===== config.mk =====
export PLATFORM = sky130hd
export DESIGN_NAME = key_value_record_decoder_top
export DESIGN_NICKNAME = d
export VERILOG_FILES = /design/src/rtl/core/kvrd_pkg.sv /design/src/rtl/core/key_value_record_decoder_top.sv /design/src/rtl/core/kvrd_front.sv /design/src/rtl/core/kvrd_queue.sv /design/src/rtl/core/kvrd_back.sv
export SDC_FILE = /design/constraint.sdc
export NUM_CORES = 1
export LEC_CHECK = 0
export ABC_AREA = 1
export BUFFER_PORTS_ARGS = -buffer_cell sky130_fd_sc_hd__buf_2
export CAP_MARGIN = 25
export CORE_MARGIN = 1.5
export CORE_UTILIZATION = 50
export CTS_CLUSTER_DIAMETER = 200
export DETAILED_ROUTE_END_ITERATION = 10
export PLACE_DENSITY = 0.75
export SLEW_MARGIN = 20
export SYNTH_ARGS = -nofsm -noshare
export SYNTH_HDL_FRONTEND = slang
export SYNTH_SLANG_ARGS = --single-unit

===== constraint.sdc =====
create_clock -name clk -period 10.3 [get_ports clk]
set_clock_uncertainty 0.1 [all_clocks]
set_input_delay 3.09 -clock clk [delete_from_list [all_inputs] [get_ports clk]]
set_output_delay 3.09 -clock clk [all_outputs]
set_load 0.05 [all_outputs]

===== src/rtl/core/kvrd_pkg.sv =====
`timescale 1ns / 1ps

package kvrd_pkg;

	// result kinds
	typedef enum logic [2:0] {
		K_KEY  = 3'd0,
		K_STR  = 3'd1,
		K_INT  = 3'd2,
		K_ESTR = 3'd3,
		K_EKEY = 3'd4,
		K_ERR  = 3'd5
	} kind_t;

	// error codes
	typedef enum logic [2:0] {
		E_NONE   = 3'd0,
		E_FLOAT  = 3'd1,
		E_UNUSED = 3'd2,
		E_EXTNUM = 3'd3,
		E_EXTVAL = 3'd4,
		E_TRUNC  = 3'd5
	} err_t;

	// decode phase, one-hot
	typedef enum logic [4:0] {
		PH_KEYLEN = 5'b00001,
		PH_KEY    = 5'b00010,
		PH_TAG    = 5'b00100,
		PH_INT    = 5'b01000,
		PH_STR    = 5'b10000
	} phase_t;

	// tag byte top bits
	localparam logic [1:0] TAG_SMALL = 2'd0;
	localparam logic [1:0] TAG_NUM   = 2'd1;
	localparam logic [1:0] TAG_STR   = 2'd2;

	// number sub-kinds
	localparam logic [1:0] NUM_INT    = 2'd0;
	localparam logic [1:0] NUM_FLOAT  = 2'd1;
	localparam logic [1:0] NUM_UNUSED = 2'd2;

	localparam int OUT_INT_W = 32;
	localparam int TDATA_PAD = 5;

	// one classified result, front to back
	typedef struct packed {
		kind_t                  kind;
		logic [7:0]             data;
		logic [OUT_INT_W-1:0]   acc;
		logic                   neg;
		logic                   eof;
		err_t                   err;
	} op_t;

endpackage


===== src/rtl/core/key_value_record_decoder_top.sv =====
`timescale 1ns / 1ps

// channel   dir  tdata                                   tlast          tuser
// s_axis    in   [7:0] in_byte                           end_of_buffer  -
// m_axis    out  [7:0] data_byte, [39:8] int_value,      end_of_field   [2:0] kind
//                [42:40] error_code, [47:43] zero
//
// One byte per cycle while the result queue is not full; the front phase machine decides
// each byte combinationally and the back stage registers one result per cycle while the
// output is not stalled. Results pass through the queue entry and the back output register.
// Reset (arst_n low) puts the decoder at the start of a record with empty queue.
// Output stalls fill the result queue; s_tready drops only when it is full.

module key_value_record_decoder_top #(
	parameter int INT_WIDTH   = 32,   // integer accumulator width, 32..64
	parameter int QUEUE_DEPTH = 4     // results buffered between front and back
) (
	input  logic            clk,
	input  logic            arst_n,
	input  logic            s_tvalid,
	output logic            s_tready,
	input  logic [7:0]      s_tdata,  // [7:0] in_byte
	input  logic            s_tlast,  // end_of_buffer
	output logic            m_tvalid,
	input  logic            m_tready,
	output logic [47:0]     m_tdata,  // [7:0] data_byte, [39:8] int_value, [42:40] error_code
	output logic            m_tlast,  // end_of_field
	output logic [2:0]      m_tuser   // [2:0] kind
);
	import kvrd_pkg::*;

	logic   accept;
	logic   push;
	op_t    push_op;
	logic   q_full;
	logic   q_valid;
	logic   pop;
	op_t    head_op;

	// front may advance whenever the queue has room for a possible result
	assign s_tready = !q_full;
	assign accept   = s_tvalid && s_tready;

	kvrd_front #(
		.INT_WIDTH(INT_WIDTH)
	) u_front (
		.clk     (clk),
		.arst_n  (arst_n),
		.accept  (accept),
		.in_byte (s_tdata),
		.eob     (s_tlast),
		.push    (push),
		.op      (push_op)
	);

	kvrd_queue #(
		.DEPTH(QUEUE_DEPTH)
	) u_queue (
		.clk     (clk),
		.arst_n  (arst_n),
		.push    (push),
		.push_op (push_op),
		.full    (q_full),
		.valid   (q_valid),
		.pop     (pop),
		.head_op (head_op)
	);

	// back: sign fix-up and output register
	kvrd_back u_back (
		.clk      (clk),
		.arst_n   (arst_n),
		.q_valid  (q_valid),
		.q_op     (head_op),
		.pop      (pop),
		.m_tvalid (m_tvalid),
		.m_tready (m_tready),
		.m_tdata  (m_tdata),
		.m_tlast  (m_tlast),
		.m_tuser  (m_tuser)
	);

endmodule


===== src/rtl/core/kvrd_front.sv =====
`timescale 1ns / 1ps

module kvrd_front #(
	parameter int INT_WIDTH = 32
) (
	input  logic            clk,
	input  logic            arst_n,
	input  logic            accept,
	input  logic [7:0]      in_byte,
	input  logic            eob,
	output logic            push,
	output kvrd_pkg::op_t   op
);
	import kvrd_pkg::*;

	phase_t                 phase_q, phase_nxt;
	logic [7:0]             left_q, left_nxt;
	logic [INT_WIDTH-1:0]   acc_q, acc_nxt;
	logic                   neg_q, neg_nxt;
	logic                   skip_q, skip_nxt;
	logic                   emit;
	logic                   last_one;

	assign last_one = (left_q == 8'd1);

	always_comb begin
		phase_nxt = phase_q;
		left_nxt  = left_q;
		acc_nxt   = acc_q;
		neg_nxt   = neg_q;
		skip_nxt  = skip_q;
		emit      = 1'b0;
		op        = '0;
		op.kind   = K_KEY;
		op.err    = E_NONE;

		if (skip_q) begin
			if (eob) begin
				skip_nxt = 1'b0;
			end
		end else begin
			unique case (phase_q)
				PH_KEY: begin
					if (eob) begin
						emit = 1'b1;
						op.kind = K_ERR;
						op.err = E_TRUNC;
					end else begin
						emit = 1'b1;
						op.kind = K_KEY;
						op.data = in_byte;
						op.eof = last_one;
						left_nxt = left_q - 8'd1;
						if (last_one) begin
							phase_nxt = PH_TAG;
						end
					end
				end
				PH_TAG: begin
					case (in_byte[7:6])
						TAG_SMALL: begin
							emit = 1'b1;
							op.kind = K_INT;
							op.acc = {{(OUT_INT_W-6){in_byte[5]}}, in_byte[5:0]};
							phase_nxt = PH_KEYLEN;
						end
						TAG_NUM: begin
							if (in_byte[5:4] == NUM_FLOAT) begin
								emit = 1'b1;
								op.kind = K_ERR;
								op.err = E_FLOAT;
							end else if (in_byte[5:4] == NUM_UNUSED) begin
								emit = 1'b1;
								op.kind = K_ERR;
								op.err = E_UNUSED;
							end else if (in_byte[5:4] != NUM_INT) begin
								emit = 1'b1;
								op.kind = K_ERR;
								op.err = E_EXTNUM;
							end else if (eob) begin
								emit = 1'b1;
								op.kind = K_ERR;
								op.err = E_TRUNC;
							end else begin
								left_nxt = {5'd0, in_byte[2:0]} + 8'd1;
								neg_nxt = in_byte[3];
								acc_nxt = '0;
								phase_nxt = PH_INT;
							end
						end
						TAG_STR: begin
							if (in_byte[5:0] == 6'd0) begin
								emit = 1'b1;
								op.kind = K_ESTR;
								phase_nxt = PH_KEYLEN;
							end else if (eob) begin
								emit = 1'b1;
								op.kind = K_ERR;
								op.err = E_TRUNC;
							end else begin
								left_nxt = {2'd0, in_byte[5:0]};
								phase_nxt = PH_STR;
							end
						end
						default: begin
							emit = 1'b1;
							op.kind = K_ERR;
							op.err = E_EXTVAL;
						end
					endcase
				end
				PH_INT: begin
					acc_nxt = {acc_q[INT_WIDTH-9:0], in_byte};
					left_nxt = left_q - 8'd1;
					if (last_one) begin
						emit = 1'b1;
						op.kind = K_INT;
						op.acc = acc_nxt[OUT_INT_W-1:0];
						op.neg = neg_q;
						phase_nxt = PH_KEYLEN;
					end else if (eob) begin
						emit = 1'b1;
						op.kind = K_ERR;
						op.err = E_TRUNC;
					end
				end
				PH_STR: begin
					if (eob && !last_one) begin
						emit = 1'b1;
						op.kind = K_ERR;
						op.err = E_TRUNC;
					end else begin
						emit = 1'b1;
						op.kind = K_STR;
						op.data = in_byte;
						op.eof = last_one;
						left_nxt = left_q - 8'd1;
						if (last_one) begin
							phase_nxt = PH_KEYLEN;
						end
					end
				end
				PH_KEYLEN: begin
					if (eob) begin
						emit = 1'b1;
						op.kind = K_ERR;
						op.err = E_TRUNC;
					end else if (in_byte == 8'd0) begin
						emit = 1'b1;
						op.kind = K_EKEY;
						phase_nxt = PH_TAG;
					end else begin
						left_nxt = in_byte;
						phase_nxt = PH_KEY;
					end
				end
				default: begin
					phase_nxt = PH_KEYLEN;
				end
			endcase

			// any error: restart, skip to buffer end unless already there
			if (emit && op.kind == K_ERR) begin
				phase_nxt = PH_KEYLEN;
				left_nxt = 8'd0;
				skip_nxt = !eob;
			end
		end
	end

	assign push = accept && emit;

	always_ff @(posedge clk or negedge arst_n) begin
		if (!arst_n) begin
			phase_q <= PH_KEYLEN;
			left_q  <= 8'd0;
			acc_q   <= '0;
			neg_q   <= 1'b0;
			skip_q  <= 1'b0;
		end else if (accept) begin
			phase_q <= phase_nxt;
			left_q  <= left_nxt;
			acc_q   <= acc_nxt;
			neg_q   <= neg_nxt;
			skip_q  <= skip_nxt;
		end
	end

	a_skip_restart: assert property (@(posedge clk) disable iff (!arst_n)
		skip_q |-> phase_q == PH_KEYLEN)
		else $error("skipping outside key length phase");

	a_counted_phase: assert property (@(posedge clk) disable iff (!arst_n)
		(phase_q == PH_KEY || phase_q == PH_STR || phase_q == PH_INT) |-> left_q != 8'd0)
		else $error("counted phase with zero bytes left");

	a_err_code: assert property (@(posedge clk) disable iff (!arst_n)
		push && op.kind == K_ERR |=> phase_q == PH_KEYLEN)
		else $error("error did not restart decoding");

endmodule


===== src/rtl/core/kvrd_queue.sv =====
`timescale 1ns / 1ps

module kvrd_queue #(
	parameter int DEPTH = 4
) (
	input  logic            clk,
	input  logic            arst_n,
	input  logic            push,
	input  kvrd_pkg::op_t   push_op,
	output logic            full,
	output logic            valid,
	input  logic            pop,
	output kvrd_pkg::op_t   head_op
);
	import kvrd_pkg::*;

	localparam int PTR_W = (DEPTH > 1) ? $clog2(DEPTH) : 1;
	localparam int CNT_W = $clog2(DEPTH + 1);
	localparam logic [PTR_W-1:0] LAST = PTR_W'(DEPTH - 1);

	op_t                entry_q [DEPTH];
	logic [PTR_W-1:0]   wr_q, rd_q;
	logic [CNT_W-1:0]   cnt_q;

	assign full    = (cnt_q == CNT_W'(DEPTH));
	assign valid   = (cnt_q != '0);
	assign head_op = entry_q[rd_q];

	always_ff @(posedge clk) begin
		if (push) begin
			entry_q[wr_q] <= push_op;
		end
	end

	always_ff @(posedge clk or negedge arst_n) begin
		if (!arst_n) begin
			wr_q  <= '0;
			rd_q  <= '0;
			cnt_q <= '0;
		end else begin
			if (push) begin
				wr_q <= (wr_q == LAST) ? '0 : wr_q + 1'b1;
			end
			if (pop) begin
				rd_q <= (rd_q == LAST) ? '0 : rd_q + 1'b1;
			end
			if (push && !pop) begin
				cnt_q <= cnt_q + 1'b1;
			end else if (pop && !push) begin
				cnt_q <= cnt_q - 1'b1;
			end
		end
	end

	a_no_overflow: assert property (@(posedge clk) disable iff (!arst_n)
		full |-> !push)
		else $error("push into full queue");

	a_no_underflow: assert property (@(posedge clk) disable iff (!arst_n)
		!valid |-> !pop)
		else $error("pop from empty queue");

	a_count_bound: assert property (@(posedge clk) disable iff (!arst_n)
		cnt_q <= CNT_W'(DEPTH))
		else $error("queue count beyond depth");

endmodule


===== src/rtl/core/kvrd_back.sv =====
`timescale 1ns / 1ps

module kvrd_back (
	input  logic            clk,
	input  logic            arst_n,
	input  logic            q_valid,
	input  kvrd_pkg::op_t   q_op,
	output logic            pop,
	output logic            m_tvalid,
	input  logic            m_tready,
	output logic [47:0]     m_tdata,
	output logic            m_tlast,
	output logic [2:0]      m_tuser
);
	import kvrd_pkg::*;

	logic                   vld_q;
	kind_t                  kind_q;
	logic [7:0]             data_q;
	logic [OUT_INT_W-1:0]   ival_q, ival;
	logic                   eof_q;
	err_t                   err_q;

	// apply sign of a sign-and-magnitude integer
	assign ival = q_op.neg ? (~q_op.acc + 1'b1) : q_op.acc;
	assign pop  = q_valid && (!vld_q || m_tready);

	always_ff @(posedge clk or negedge arst_n) begin
		if (!arst_n) begin
			vld_q <= 1'b0;
		end else if (pop) begin
			vld_q <= 1'b1;
		end else if (m_tready) begin
			vld_q <= 1'b0;
		end
	end

	always_ff @(posedge clk) begin
		if (pop) begin
			kind_q <= q_op.kind;
			data_q <= q_op.data;
			ival_q <= ival;
			eof_q  <= q_op.eof;
			err_q  <= q_op.err;
		end
	end

	assign m_tvalid = vld_q;
	assign m_tdata  = {{TDATA_PAD{1'b0}}, err_q, ival_q, data_q};
	assign m_tlast  = eof_q;
	assign m_tuser  = kind_q;

	a_err_has_code: assert property (@(posedge clk) disable iff (!arst_n)
		vld_q && kind_q == K_ERR |-> err_q != E_NONE)
		else $error("error result without code");

	a_ok_no_code: assert property (@(posedge clk) disable iff (!arst_n)
		vld_q && kind_q != K_ERR |-> err_q == E_NONE)
		else $error("code on non-error result");

	a_eof_only_bytes: assert property (@(posedge clk) disable iff (!arst_n)
		vld_q && eof_q |-> (kind_q == K_KEY || kind_q == K_STR))
		else $error("end of field on non-byte result");

endmodule


# Word-level counts from Yosys, hierarchy flattened
# Memories as Yosys holds them, arrays and structs flattened.
# Index checks and enable logic that the tools add are counted.
[totals]
ff_bits = 94
latchBits = 0
ram_bits = 192
mem_bits_ro = 0
output_inout_bits = 54
word_cells = 179
memories = 1
[op_classes]
n_addsub = 7
mul = 0
div = 0
n_lt_le_gt_ge = 0
n_eq_ne = 33
shift = 0
n_mux = 89
bitwise_logic = 6
n_reduce_logical = 29
[mem_list]
columns = ["memory", "words", "width", "rd", "rd_ports_with_merged_regs", "wr", "line_no", "source"]
rows = [
  ["u_queue.entry_q", 4, 48, 1, 0, 1, "kvrd_queue.sv:21", "op_t entry_q [DEPTH];"],
]
[op_table]
columns = ["op", "count"]
rows = [
  ["$mux W24", 5],
  ["$mux W8", 13],
  ["$mux W32", 2],
  ["$pmux W32 S2", 1],
  ["$mux W5", 12],
  ["$mux W3", 19],
  ["$mux W48", 1],
  ["$pmux W24 S2", 1],
  ["$pmux W8 S5", 1],
  ["$mux W33", 1],
  ["$add A32 B1 Y32 const B", 1],
  ["$not A32 Y32", 1],
  ["$pmux W8 S2", 2],
  ["$pmux W5 S5", 1],
  ["$mux W1", 20],
  ["$pmux W3 S3", 2],
  ["$ne A4 B4 Y1 const B", 4],
  ["$reduce_and A8 Y1", 2],
  ["$pmux W3 S5", 1],
  ["$pmux W5 S3", 1],
  ["$reduce_and A14 Y1", 1],
  ["$ne A4 B3 Y1 const B", 3],
  ["$pmux W3 S4", 1],
  ["$reduce_and A12 Y1", 1],
  ["34 further kinds", 67],
]

# Longest topological paths before layout
# Gate-level depths: netlist of the first run.
[depth]
ltp_word = 13
ltp_mapped = 17
ltp_nobuf = 17

# Hierarchy
# A second synthesis of the first run with hierarchy kept.
[hier_totals]
cells_unflattened = 1359
area_unflattened_um2 = 13807.0
[modules_own_cells]
columns = ["module", "instances", "cells_per_inst", "area_per_inst_um2", "seq_area_each_um2"]
rows = [
  ["kvrd_queue", 1, 613, 8101.5, 5940.7],
  ["kvrd_front", 1, 457, 3101.7, 977.2],
  ["kvrd_back", 1, 286, 2590.0, 1436.4],
  ["key_value_record_decoder_top", 1, 3, 13.8, 0.0],
]

# Worst setup path before layout of the first run
# OpenSTA, ideal clock, no wires.
[synth_path]
path_kind = "input-to-reg"
start = "input m_tready"
end = "register u_queue.cnt_q[1]"
t_arrival_ns = 6.831
slack_ns = 3.246
path_stages = 8
path_buffers = 0
path_cell_list = "nor2_1 > a31oi_1 > inv_1 > ha_1 > inv_1 > fa_1 > nor2_1 > a21oi_1"
[synth_via]
elab_chain_len = 5
elab_cells_between_ends = 7
[synth_rtl]
columns = ["item", "line_no", "source"]
rows = [
  ["start: declaration", "key_value_record_decoder_top.sv:25", "input logic m_tready,"],
  ["$logic_or A1 B1 Y1 *", "kvrd_back.sv:26", "assign pop = q_valid && (!vld_q || m_tready);"],
  ["$logic_and A1 B1 Y1 *", "kvrd_back.sv:26", ""],
  ["via pop", "key_value_record_decoder_top.sv:37", "logic pop;"],
  ["$logic_not A1 Y1", "kvrd_queue.sv:47", "if (push && !pop) begin"],
  ["$logic_and A1 B1 Y1", "kvrd_queue.sv:47", ""],
  ["$mux W3 / $reduce_bool A2 Y1 (equally long branches)", "--", ""],
  ["end signal: assignment", "kvrd_queue.sv:48", "cnt_q <= cnt_q + 1'b1;"],
  ["end signal: assignment", "kvrd_queue.sv:50", "cnt_q <= cnt_q - 1'b1;"],
  ["end: declaration", "kvrd_queue.sv:23", "logic [CNT_W-1:0] cnt_q;"],
]
# Mark *: on every way through the listed nets, which the timed path passes. The rest lies on a longest branch.
# A chain may end at the register's enable or synchronous reset.

# Worst setup path in the final report of the first run
[layout_path]
start = "input s_tdata[5]"
end = "memory u_queue.entry_q[1][44] (netlist bit) (enable)"
[layout_via]
elab_chain_len = 11
elab_cells_between_ends = 18
[layout_rtl]
columns = ["item", "line_no", "source"]
rows = [
  ["start: declaration", "key_value_record_decoder_top.sv:22", "input logic [7:0] s_tdata,"],
  ["$reduce_bool A2 Y1", "kvrd_front.sv:76", "end else if (in_byte[5:4] != NUM_INT) begin"],
  ["$mux W1", "kvrd_front.sv:76", ""],
  ["$mux W1", "kvrd_front.sv:72", "end else if (in_byte[5:4] == NUM_UNUSED) begin"],
  ["$mux W1", "kvrd_front.sv:68", "if (in_byte[5:4] == NUM_FLOAT) begin"],
  ["$pmux W1 S2", "kvrd_front.sv:60", "case (in_byte[7:6])"],
  ["$pmux W1 S4 *", "kvrd_front.sv:42", "unique case (phase_q)"],
  ["$mux W1 * (2 in series)", "kvrd_front.sv:37", "if (skip_q) begin"],
  ["$logic_and A1 B1 Y1 *", "kvrd_front.sv:171", "assign push = accept && emit;"],
  ["via push", "key_value_record_decoder_top.sv:33", "logic push;"],
  ["$mux W1 *", "kvrd_queue.sv:30", "if (push) begin"],
  ["$mux W1 (implied by the code) *", "kvrd_queue.sv:31", "entry_q[wr_q] <= push_op;"],
  ["end: declaration", "kvrd_queue.sv:21", ""],
]
# Mark *: on every way through the listed nets, which the timed path passes. The rest lies on a longest branch. The select of a mux whose other input is x is not followed.

==> results_dict.tcl, run 1 <==
set metrics [dict create \
    grt_max_degree 87 \
    setup_slack_ps 4810 \
    syn-cell-area_mm2 0.0135 \
    synth_compound_area_share_pct 8.06 \
    dieArea_mm2 0.0281 \
    clock_path_buffers 3 \
    rows 60 \
    core_area_mm2 0.0268 \
    ir_drop_uv 132 \
    cts_tree "done" \
    setup_viol 0 \
    crit_fanout 48 \
    insertion_delay_ps 550 \
    numCtsBuffers 29 \
    ant_nets 0 \
    crit_arrival_ps 5570 \
    dp_cells 1684 \
    p_per_area_mw_per_mm2 316 \
    routed_wl_mm 28.8 \
    period_share_pct 53.3 \
    use_met1_pct 27.9 \
    finalSetupTns_ps 0 \
    maxSlewViolCount 0 \
    cp-end-kind "flop" \
    status "finished clean" \
    ys_seq_area_share_pct 61.7 \
    clk_pin_slew_worst_paths_ps 60 \
    vias_per_cell 5.32 \
    grt_util_met2_pct 34.4 \
    synth-adder-area-share_pct 2.00 \
    finalNonFillerCells 1739 \
    cp_slowest_cell "buf_4" \
    yosysUniqueCellTypes 49 \
    cts_hold_buf 0 \
    die_w_um 168 \
    boundaryPins 67 \
    htreeDepth 1 \
    met3_usage_pct 3.78 \
    wl_per_cell_um 16.6 \
    top_usage_layer "met2" \
    numClockSinks 286 \
    fin_nets 1409 \
    drt_iter0_drc 731 \
    drive_gt1_share_pct 14.1 \
    cts-resized-gates 0 \
    vias 9249 \
    pre_cts_ws_ps 4260 \
    rsz0062_at_grt "no" \
    grtUsageTotal_pct 20.8 \
    postSynthCellCount 1326 \
    required_ps 10370 \
    yosysWarnings 0 \
    drt_pre_antenna_iters 5 \
    dieHeight_um 168 \
    place_congestion 0.911 \
    leakagePower_nw 6.03 \
    hold_viol 0 \
    synthXorXnorAreaFrac_pct 1.75 \
    hp-class "reg2reg" \
    antennaDiodeCount 0 \
    async_flop_share_pct 16.4 \
    drc 0 \
    worstSetupPathType "in2reg" \
    ys_seq_elements 286 \
    critPathLaunchType "input port" \
    synthMuxAreaShare_pct 0.665 \
    cap_viol_max_count 0 \
    gr-total-overflow 0 \
    syn_avg_cell_area_um2 10.2 \
    areaGrowthSynthToFinish_pct 11.3 \
    cpPeakStageDelay_ps 610 \
    grt_pass1_vias 8797 \
    cts_root_buffer "clkbuf_16" \
    antenna_found_initial 0 \
    synth_top_family_by_area "simple AND/OR/NAND/NOR gates" \
    start_util_pct 50.5 \
    io_buffer_count 61 \
    min_period_ps 5490 \
    post_cts_buffers 0 \
    grt_pass1_wl_mm 45.9 \
    relSlewSlack_pct 38.0 \
    synth_edf_count 239 \
    synth_ff_type "edfxtp_1" \
    fmax_mhz 182 \
    worstMarginPinSlew_ps 929 \
    fin_util_pct 56.3 \
    dp_hpwl_mm 18.4 \
    cp_common_cell "inv_1" \
    cp_cell_sequence "buf_2 > inv_1 > ha_1 > nand2_1 > inv_1 > nand3_1 > nand4_1 > nand2_1 > inv_1 > nor2_1 > nor2_1 > inv_1 > nor2_4 > buf_4" \
    synthSimpleGateAreaFrac_pct 19.5 \
]
[report_power, final]
| group | total, mW | leakage (nW) | internal (mW) | switching [mW] |
|---|---|---|---|---|
| combinational | 1.95 | 2.75 | 0.514 | 1.44 |
| sequential | 1.71 | 2.80 | 1.60 | 0.104 |
| clock | 1.11 | 0.484 | 0.669 | 0.437 |
| total | 4.76 | 6.03 | 2.79 | 1.98 |
[cell type report]
type	count	area [µm²]
multi-input cells	859	4400
clock inverters	23	290
well taps	341	427
repair buffers	71	384
clock buffers	31	733
flip-flops and latches	286	8360
inverters	128	485
fillers	2225	11700
[metrics by stage]
step / area, µm² / hold WS [ps] / total power, mW
finish: 15100 / 387 / 4.76
global route: 15100 / 409 / 5.07
CTS: 15100 / 390 / 4.79
detailed placement: 14000 / 376 / 3.68
global placement: 14000 / 368 / 3.65
floorplan: 13600 / 353 / 3.28
[worst paths after layout]
kind / cells after the start / from / slack [ps] / to
worst max-delay path: 14 / s_tdata[5] / 4810 / u_queue.entry_q[1][44]
worst min-delay path: 2 / u_front.phase_q[0] / 390 / u_front.phase_q[0]
worst max register to register: 10 / u_front.phase_q[1] / 6620 / u_queue.entry_q[1][44]
worst min register to register: 2 / u_front.phase_q[0] / 390 / u_front.phase_q[0]
max in group asynchronous: 2 / arst_n / 7070 / u_queue.rd_q[0]
min in group asynchronous: 2 / arst_n / 2550 / u_front.acc_q[7]
[Yosys cell counts (17+ instances only)]
| cell | count | area, µm² |
|---|---|---|
| nand2_1 | 300 | 1130 |
| nor2_1 | 147 | 552 |
| clkbuf_1 | 17 | 63.8 |
| nand4_1 | 22 | 138 |
| o22ai_1 | 22 | 138 |
| inv_1 | 115 | 432 |
| o21ai_1 | 28 | 140 |
| a21oi_1 | 62 | 310 |
| dfrtp_1 | 46 | 1150 |
| buf_2 | 19 | 95.1 |
| edfxtp_1 | 239 | 7180 |
| o21ai_0 | 75 | 375 |
| ha_1 | 20 | 250 |
| nand3_1 | 66 | 330 |
[cell families after synthesis]
family / Yosys count
muxes: 8
other: 1
adders and majority gates: 21
DFF: 286
buffers and inverters: 185
AOI/OAI and AO/OA: 201
xor gates and xnor gates: 27
and+or+nand+nor: 597
[cell usage in the layout (no fill, tap or decap), types with 3 or more instances in the layout]
cell        Yosys  routed
xor2_1         13      13
o21ai_0        75      75
clkinvlp_4      0       6
clkinv_2        0       5
inv_2          11      11
nor2_4          5       9
nor3_1          7       7
xnor2_1        14      14
a21oi_1        62      62
nand3_1        66      66
nand4_1        22      22
mux2_2          5       5
buf_2          19      61
inv_1         115     115
o22ai_1        22      22
clkinv_1        0       3
bufinv_16       0       6
o21ai_1        28      28
nor2_2         14      14
nor2_1        147     143
nand2_2        14      14
nor3_2          3       3
ha_1           20      20
buf_4           8       9
edfxtp_1      239     239
conb_1          1       5
mux2_1          3       3
clkbuf_16       0      29
nand3b_1        7       7
nand2_1       300     300
nand3_2         5       5
dfrtp_1        46      44
[routing by layer]
metal	share of wire (%)	wire length, µm
met5	0	0
met4	2.3	651
met3	6.2	1790
met2	47	13600
met1	44	12700
[critical path, delay by kind of cell]
kind | cells | cell delay, ps
adders and majority gates | 1 | 210
buffers and inverters | 6 | 1320
and+or+nand+nor | 7 | 900
[sequential cells by signal (all words and copies together) (netlist names), 2 cells and up]
register         flops
u_front.phase_q      5
u_back.data_q        8
u_back.ival_q       32
u_back.m_tuser       3
u_front.acc_q       24
u_queue.rd_q         2
u_front.left_q       8
u_queue.entry_q    192
u_back.err_q         3
u_queue.cnt_q        3
u_queue.wr_q         2
Power figures use the tool's default switching activity.
==> run 2, diff against run 1 <==
==> constraint.sdc (replaced) <==
create_clock -name clk -period 5.21 [get_ports clk]
set_clock_uncertainty 0.1 [all_clocks]
set_input_delay 1.563 -clock clk [delete_from_list [all_inputs] [get_ports clk]]
set_output_delay 1.563 -clock clk [all_outputs]
set_load 0.05 [all_outputs]
==> run 2 against run 1 <==
Net effect: count of clock-buffer cells in the layout is 6 higher; register-to-register slack worse by 4800 ps; global-route usage up 0.49 points; largest cell class unchanged; highest routed layer unchanged.
==> results_dict.tcl, run 2 (synthesized netlist as in run 1, its figures left out) <==
set metrics [dict create \
    dieArea_mm2 0.0281 \
    largest_reg_flops 192 \
    wl_per_cell_um 17.2 \
    die_w_um 168 \
    top_regs "u_queue.entry_q (192), u_back.ival_q (32), u_front.acc_q (24)" \
    numCtsBuffers 29 \
    io_buffer_count 61 \
    worstHoldStart "u_front.phase_q[0]" \
    fmax_mhz 254 \
    vias_per_cell 5.45 \
    most-common-layout-cells "nand2_1 (300), edfxtp_1 (239), nor2_1 (143)" \
    worstSetupPathType "in2reg" \
    clkPwrFrac_pct 23.3 \
    switchingPower_mw 3.95 \
    p_int_mw 5.54 \
    cts_root_buffer "clkbuf_16" \
    worstMarginPinSlew_ps 855 \
    antennaDiodeCount 0 \
    fin_nets 1412 \
    period_share_pct 75.7 \
    htreeDepth 1 \
    cp-end-kind "flop" \
    cts-resized-gates 0 \
    boundaryPins 67 \
    dpl_cell_area_mm2 0.0141 \
    finalSetupTns_ps 0 \
    dieHeight_um 168 \
    gr-total-overflow 0 \
    crit_fanout 38 \
    place_congestion 0.886 \
    hp-class "reg2reg" \
    status "finished clean" \
    clk_pin_slew_worst_paths_ps 60 \
    cts_tree "done" \
    post_cts_buffers 0 \
    final_common_cell "nand2_1" \
    sw_frac_of_total_pct 41.6 \
    combPwrFrac_pct 41.1 \
    whs_ps 387 \
    fin_area_mm2 0.0152 \
    antenna_found_initial 0 \
    grtUsageTotal_pct 21.3 \
    drc 0 \
    grt_max_degree 85 \
    p_per_area_mw_per_mm2 626 \
    rows 60 \
    start_util_pct 50.5 \
    min_period_ps 3940 \
    core_area_mm2 0.0268 \
    critPathLaunchType "input port" \
    ir_drop_uv 301 \
    hold_viol 0 \
    leakagePower_nw 6.07 \
    clock_path_buffers 3 \
    vias 9494 \
    areaGrowthSynthToFinish_pct 11.9 \
    routed_wl_mm 29.9 \
    drive_gt1_share_pct 14.3 \
    relSlewSlack_pct 43.0 \
    fin_util_pct 56.6 \
    drt_pre_antenna_iters 7 \
    ant_nets 0 \
    drt_iter0_drc 819 \
    cap_viol_max_count 0 \
    r2r_start "u_front.left_q[1]" \
    insertion_delay_ps 550 \
    max_flop_register "u_queue.entry_q" \
    crit_arrival_ps 4070 \
    rsz0062_at_grt "no" \
    dp_hpwl_mm 19.4 \
    required_ps 5340 \
    grt_pass1_wl_mm 46.9 \
    pwr-share-seq_pct 35.6 \
    maxSlewViolCount 0 \
    cts_hold_buf 0 \
    critPathLaunch "s_tdata[5]" \
    setup_viol 0 \
    numClockSinks 286 \
    grt_pass1_vias 8919 \
]
==> run 2: worst max-delay path, stage by stage <==
cell and delay [ps]:
buf_2 140, inv_1 170, ha_1 210, nand2_1 60, inv_1 90, nand3_1 170
nand4_1 140, nand2_1 70, inv_1 80, nor2_1 60, nor2_1 320, inv_1 270
nor2_4 410, buf_12 300
==> run 2: final cells by class <==
| cell class | count | area [µm²] |
|---|---|---|
| fillers | 2187 | 11600 |
| well taps | 341 | 427 |
| clock buffers | 37 | 796 |
| multi-input cells | 859 | 4400 |
| repair buffers | 74 | 453 |
| flip-flops and latches | 286 | 8360 |
| inverters | 128 | 485 |
| clock inverters | 16 | 236 |
==> run 2: power by group through the flow <==
stage / Sequential [mW] / Clock (mW) / Combinational, mW
finish: 3.37 / 2.21 / 3.90
global route: 3.42 / 2.32 / 4.31
CTS: 3.38 / 2.23 / 3.91
detailed placement: 3.42 / 0 / 3.88
global placement: 3.41 / 0 / 3.81
floorplan: 4.08 / 0 / 2.39
==> run 2: path summary, 6_finish.rpt <==
kind                                           to  slack [ps]  depth (start not counted)
setup / recovery           u_queue.entry_q[1][39]        1270                         14
hold / removal                 u_front.phase_q[0]         390                          2
setup reg to reg           u_queue.entry_q[1][39]        1870                         12
hold reg to reg                u_front.phase_q[0]         390                          2
max in group asynchronous         u_queue.rd_q[0]        3280                          2
min in group asynchronous      u_front.phase_q[2]        1010                          1
==> run 2: through the flow <==
step                total power, mW  setup slack, ps  cells
floorplan                      6.48            -78.5   1330
global placement               7.22              858   1688
detailed placement             7.30              764   1688
CTS                            9.51             1300   1741
global route                   10.1             1010   1741
finish                         9.49             1270   1741
==> run 2: metal layers <==
metal	global-route usage, %	vias up	part of all wire [%]
li1	-	4581	-
met1	28.7	4532	44
met2	36.0	320	48
met3	2.86	61	5.7
met5	0	-	0
met4	6.58	0	2.6
==> run 3, diff against run 2 <==
--- a/config.mk
+++ b/config.mk
@@ -12,7 +12,7 @@
 export CORE_UTILIZATION = 50
 export CTS_CLUSTER_DIAMETER = 200
 export DETAILED_ROUTE_END_ITERATION = 10
-export PLACE_DENSITY = 0.75
+export PLACE_DENSITY = 0.78
 export SLEW_MARGIN = 20
 export SYNTH_ARGS = -nofsm -noshare
 export SYNTH_HDL_FRONTEND = slang
==> constraint.sdc (replaced) <==
create_clock -name clk -period 3.5 [get_ports clk]
set_clock_uncertainty 0.1 [all_clocks]
set_input_delay 1.05 -clock clk [delete_from_list [all_inputs] [get_ports clk]]
set_output_delay 1.05 -clock clk [all_outputs]
set_load 0.05 [all_outputs]
==> run 3 against run 2 <==
Net effect: worst hold slack worse by 48 ps; largest cell class unchanged; sequential power up 50%; count of clock-buffer cells in the layout down 3; via count up 1.3%; first-iteration DRC count up 7.4%; critical path depth down 2; utilization up 0.74 points; global-route usage up 0.52 points.
==> results_dict.tcl, run 3 (synthesized netlist as in run 1, its figures left out) <==
set metrics [dict create \
    ant_nets 0 \
    antennaDiodeCount 0 \
    start_util_pct 50.5 \
    min_period_ps 3060 \
    design_power_total_mw 14.0 \
    drc 0 \
    top_regs "u_queue.entry_q (192), u_back.ival_q (32), u_front.acc_q (24)" \
    hold_viol 0 \
    fin_nets 1443 \
    cts_root_buffer "clkbuf_16" \
    areaGrowthSynthToFinish_pct 13.4 \
    met3_usage_pct 2.93 \
    maxSlewViolCount 0 \
    vias 9614 \
    leakagePower_nw 6.20 \
    post_cts_buffers 0 \
    p_per_area_mw_per_mm2 912 \
    rsz0062_at_grt "no" \
    htreeDepth 1 \
    setup_viol 0 \
    top_usage_layer "met2" \
    relSlewSlack_pct 53.4 \
    critPathLaunchType "flop" \
    cp-end-kind "flop" \
    sw_frac_of_total_pct 42.1 \
    drt_pre_antenna_iters 5 \
    grt_pass1_vias 9160 \
    grtUsageTotal_pct 21.8 \
    period_share_pct 87.4 \
    r2r-end "u_back.ival_q[20]" \
    dpl_cell_area_mm2 0.0144 \
    insertion_delay_ps 570 \
    use_met1_pct 29.6 \
    fin_area_mm2 0.0154 \
    pwr-share-seq_pct 36.0 \
    cp_common_cell "nand2_1" \
    gr-total-overflow 0 \
    final_common_cell "nand2_1" \
    cp_cell_sequence "inv_4 > nand2_1 > a32oi_1 > inv_1 > ha_1 > nand3_1 > inv_1 > nand2_1 > nor2_2 > nand3_1 > nand2_1 > xor2_1" \
    ir_drop_uv 439 \
    grt_util_met2_pct 36.5 \
    pre_cts_ws_ps 125 \
    place_congestion 0.918 \
    worstSetupPathType "reg2reg" \
    whs_ps 340 \
    r2r_start "u_queue.rd_q[0]" \
    rows 60 \
    fmax_mhz 327 \
    io_buffer_count 61 \
    combPwrFrac_pct 42.2 \
    largest_reg_flops 192 \
    crit_arrival_ps 3270 \
    crit_fanout 46 \
    vias_per_cell 5.42 \
    status "finished clean" \
    clock_path_buffers 3 \
    dieArea_mm2 0.0281 \
    die_w_um 168 \
    numCtsBuffers 29 \
    cts-resized-gates 0 \
    grt_pass1_wl_mm 48.4 \
    hp-class "in2async" \
    drt_iter0_drc 880 \
    cap_viol_max_count 0 \
    max_flop_register "u_queue.entry_q" \
    rrSetupSlack_ps 440 \
    fin_util_pct 57.3 \
    drive_gt1_share_pct 15.6 \
    dp_hpwl_mm 20.2 \
    setup_slack_ps 440 \
    routed_wl_mm 30.1 \
    p_int_mw 8.10 \
    cts_tree "done" \
    core_area_mm2 0.0268 \
    switchingPower_mw 5.90 \
    wl_per_cell_um 17.0 \
    numClockSinks 286 \
    clkPwrFrac_pct 21.8 \
    boundaryPins 67 \
    r2r_cells 12 \
    most-common-layout-cells "nand2_1 (300), edfxtp_1 (239), nor2_1 (143)" \
    dieHeight_um 168 \
    cpPeakStageDelay_ps 620 \
    antenna_found_initial 0 \
    grt_max_degree 99 \
    cts_hold_buf 0 \
    worstMarginPinSlew_ps 699 \
    clk_pin_slew_worst_paths_ps 60 \
    required_ps 3710 \
    cp_slowest_cell "dfrtp_4" \
]
run 3: cell count changes in the layout (fill, tap and decap cells not counted):
cell,before,now
bufinv_16,5,3
clkbuf_8,4,0
clkinvlp_4,2,1
clkinv_1,0,7
buf_12,4,8
inv_16,0,1
clkinv_8,1,0
buf_4,9,36
clkinv_2,4,3
clkbuf_1,4,5
clkinv_4,2,3
run 3: final cells by class:
type / instances / area (µm²)
clock buffer: 34 / 744
clock inverter: 20 / 203
fill: 2196 / 11400
inverter: 128 / 485
multi-input combinational: 859 / 4400
sequential: 286 / 8360
tap: 341 / 427
timing repair buffer: 105 / 736
run 3: power groups by stage:
stage,clock network [mW],logic [mW],registers (mW)
final,3.05,5.90,5.05
after global routing,3.23,6.53,5.12
after CTS,3.09,5.90,5.04
after detailed placement,0,5.86,5.10
after global placement,0,5.73,5.07
after floorplan,0,3.58,6.06
run 3: layer usage:
metal	wire (µm)	share of wire, %
met5	0	0
met1	12900	43
met2	14300	48
met4	774	2.6
met3	2140	7.1
run 3: worst max-delay path by stage:
stage,start,end,slack [ps],depth (start not counted)
floorplan,s_tdata[5],u_queue.entry_q[0][0],-510,12
global placement,s_tdata[4],u_queue.cnt_q[2],140,17
detailed placement,s_tdata[4],u_queue.cnt_q[2],130,17
CTS,u_queue.rd_q[0],u_back.ival_q[20],480,12
global route,u_queue.rd_q[0],u_back.ival_q[18],230,13
finish,u_queue.rd_q[0],u_back.ival_q[20],440,12
run 3: stage by stage:
stage	setup TNS [ps]	std cells
5_1_grt	0	1773
3_5_place_dp	0	1719
2_1_floorplan	-98160	1330
3_3_place_gp	0	1719
6_report	0	1773
4_1_cts	0	1773
run 3: critical path, delay by kind of cell (launching register included):
kind,cells,cell delay [ps]
and+or+nand+nor,6,640
DFF,1,620
buffers and inverters,3,610
AOI/OAI and AO/OA,1,430
adders and majority gates,1,220
xor gates and xnor gates,1,170
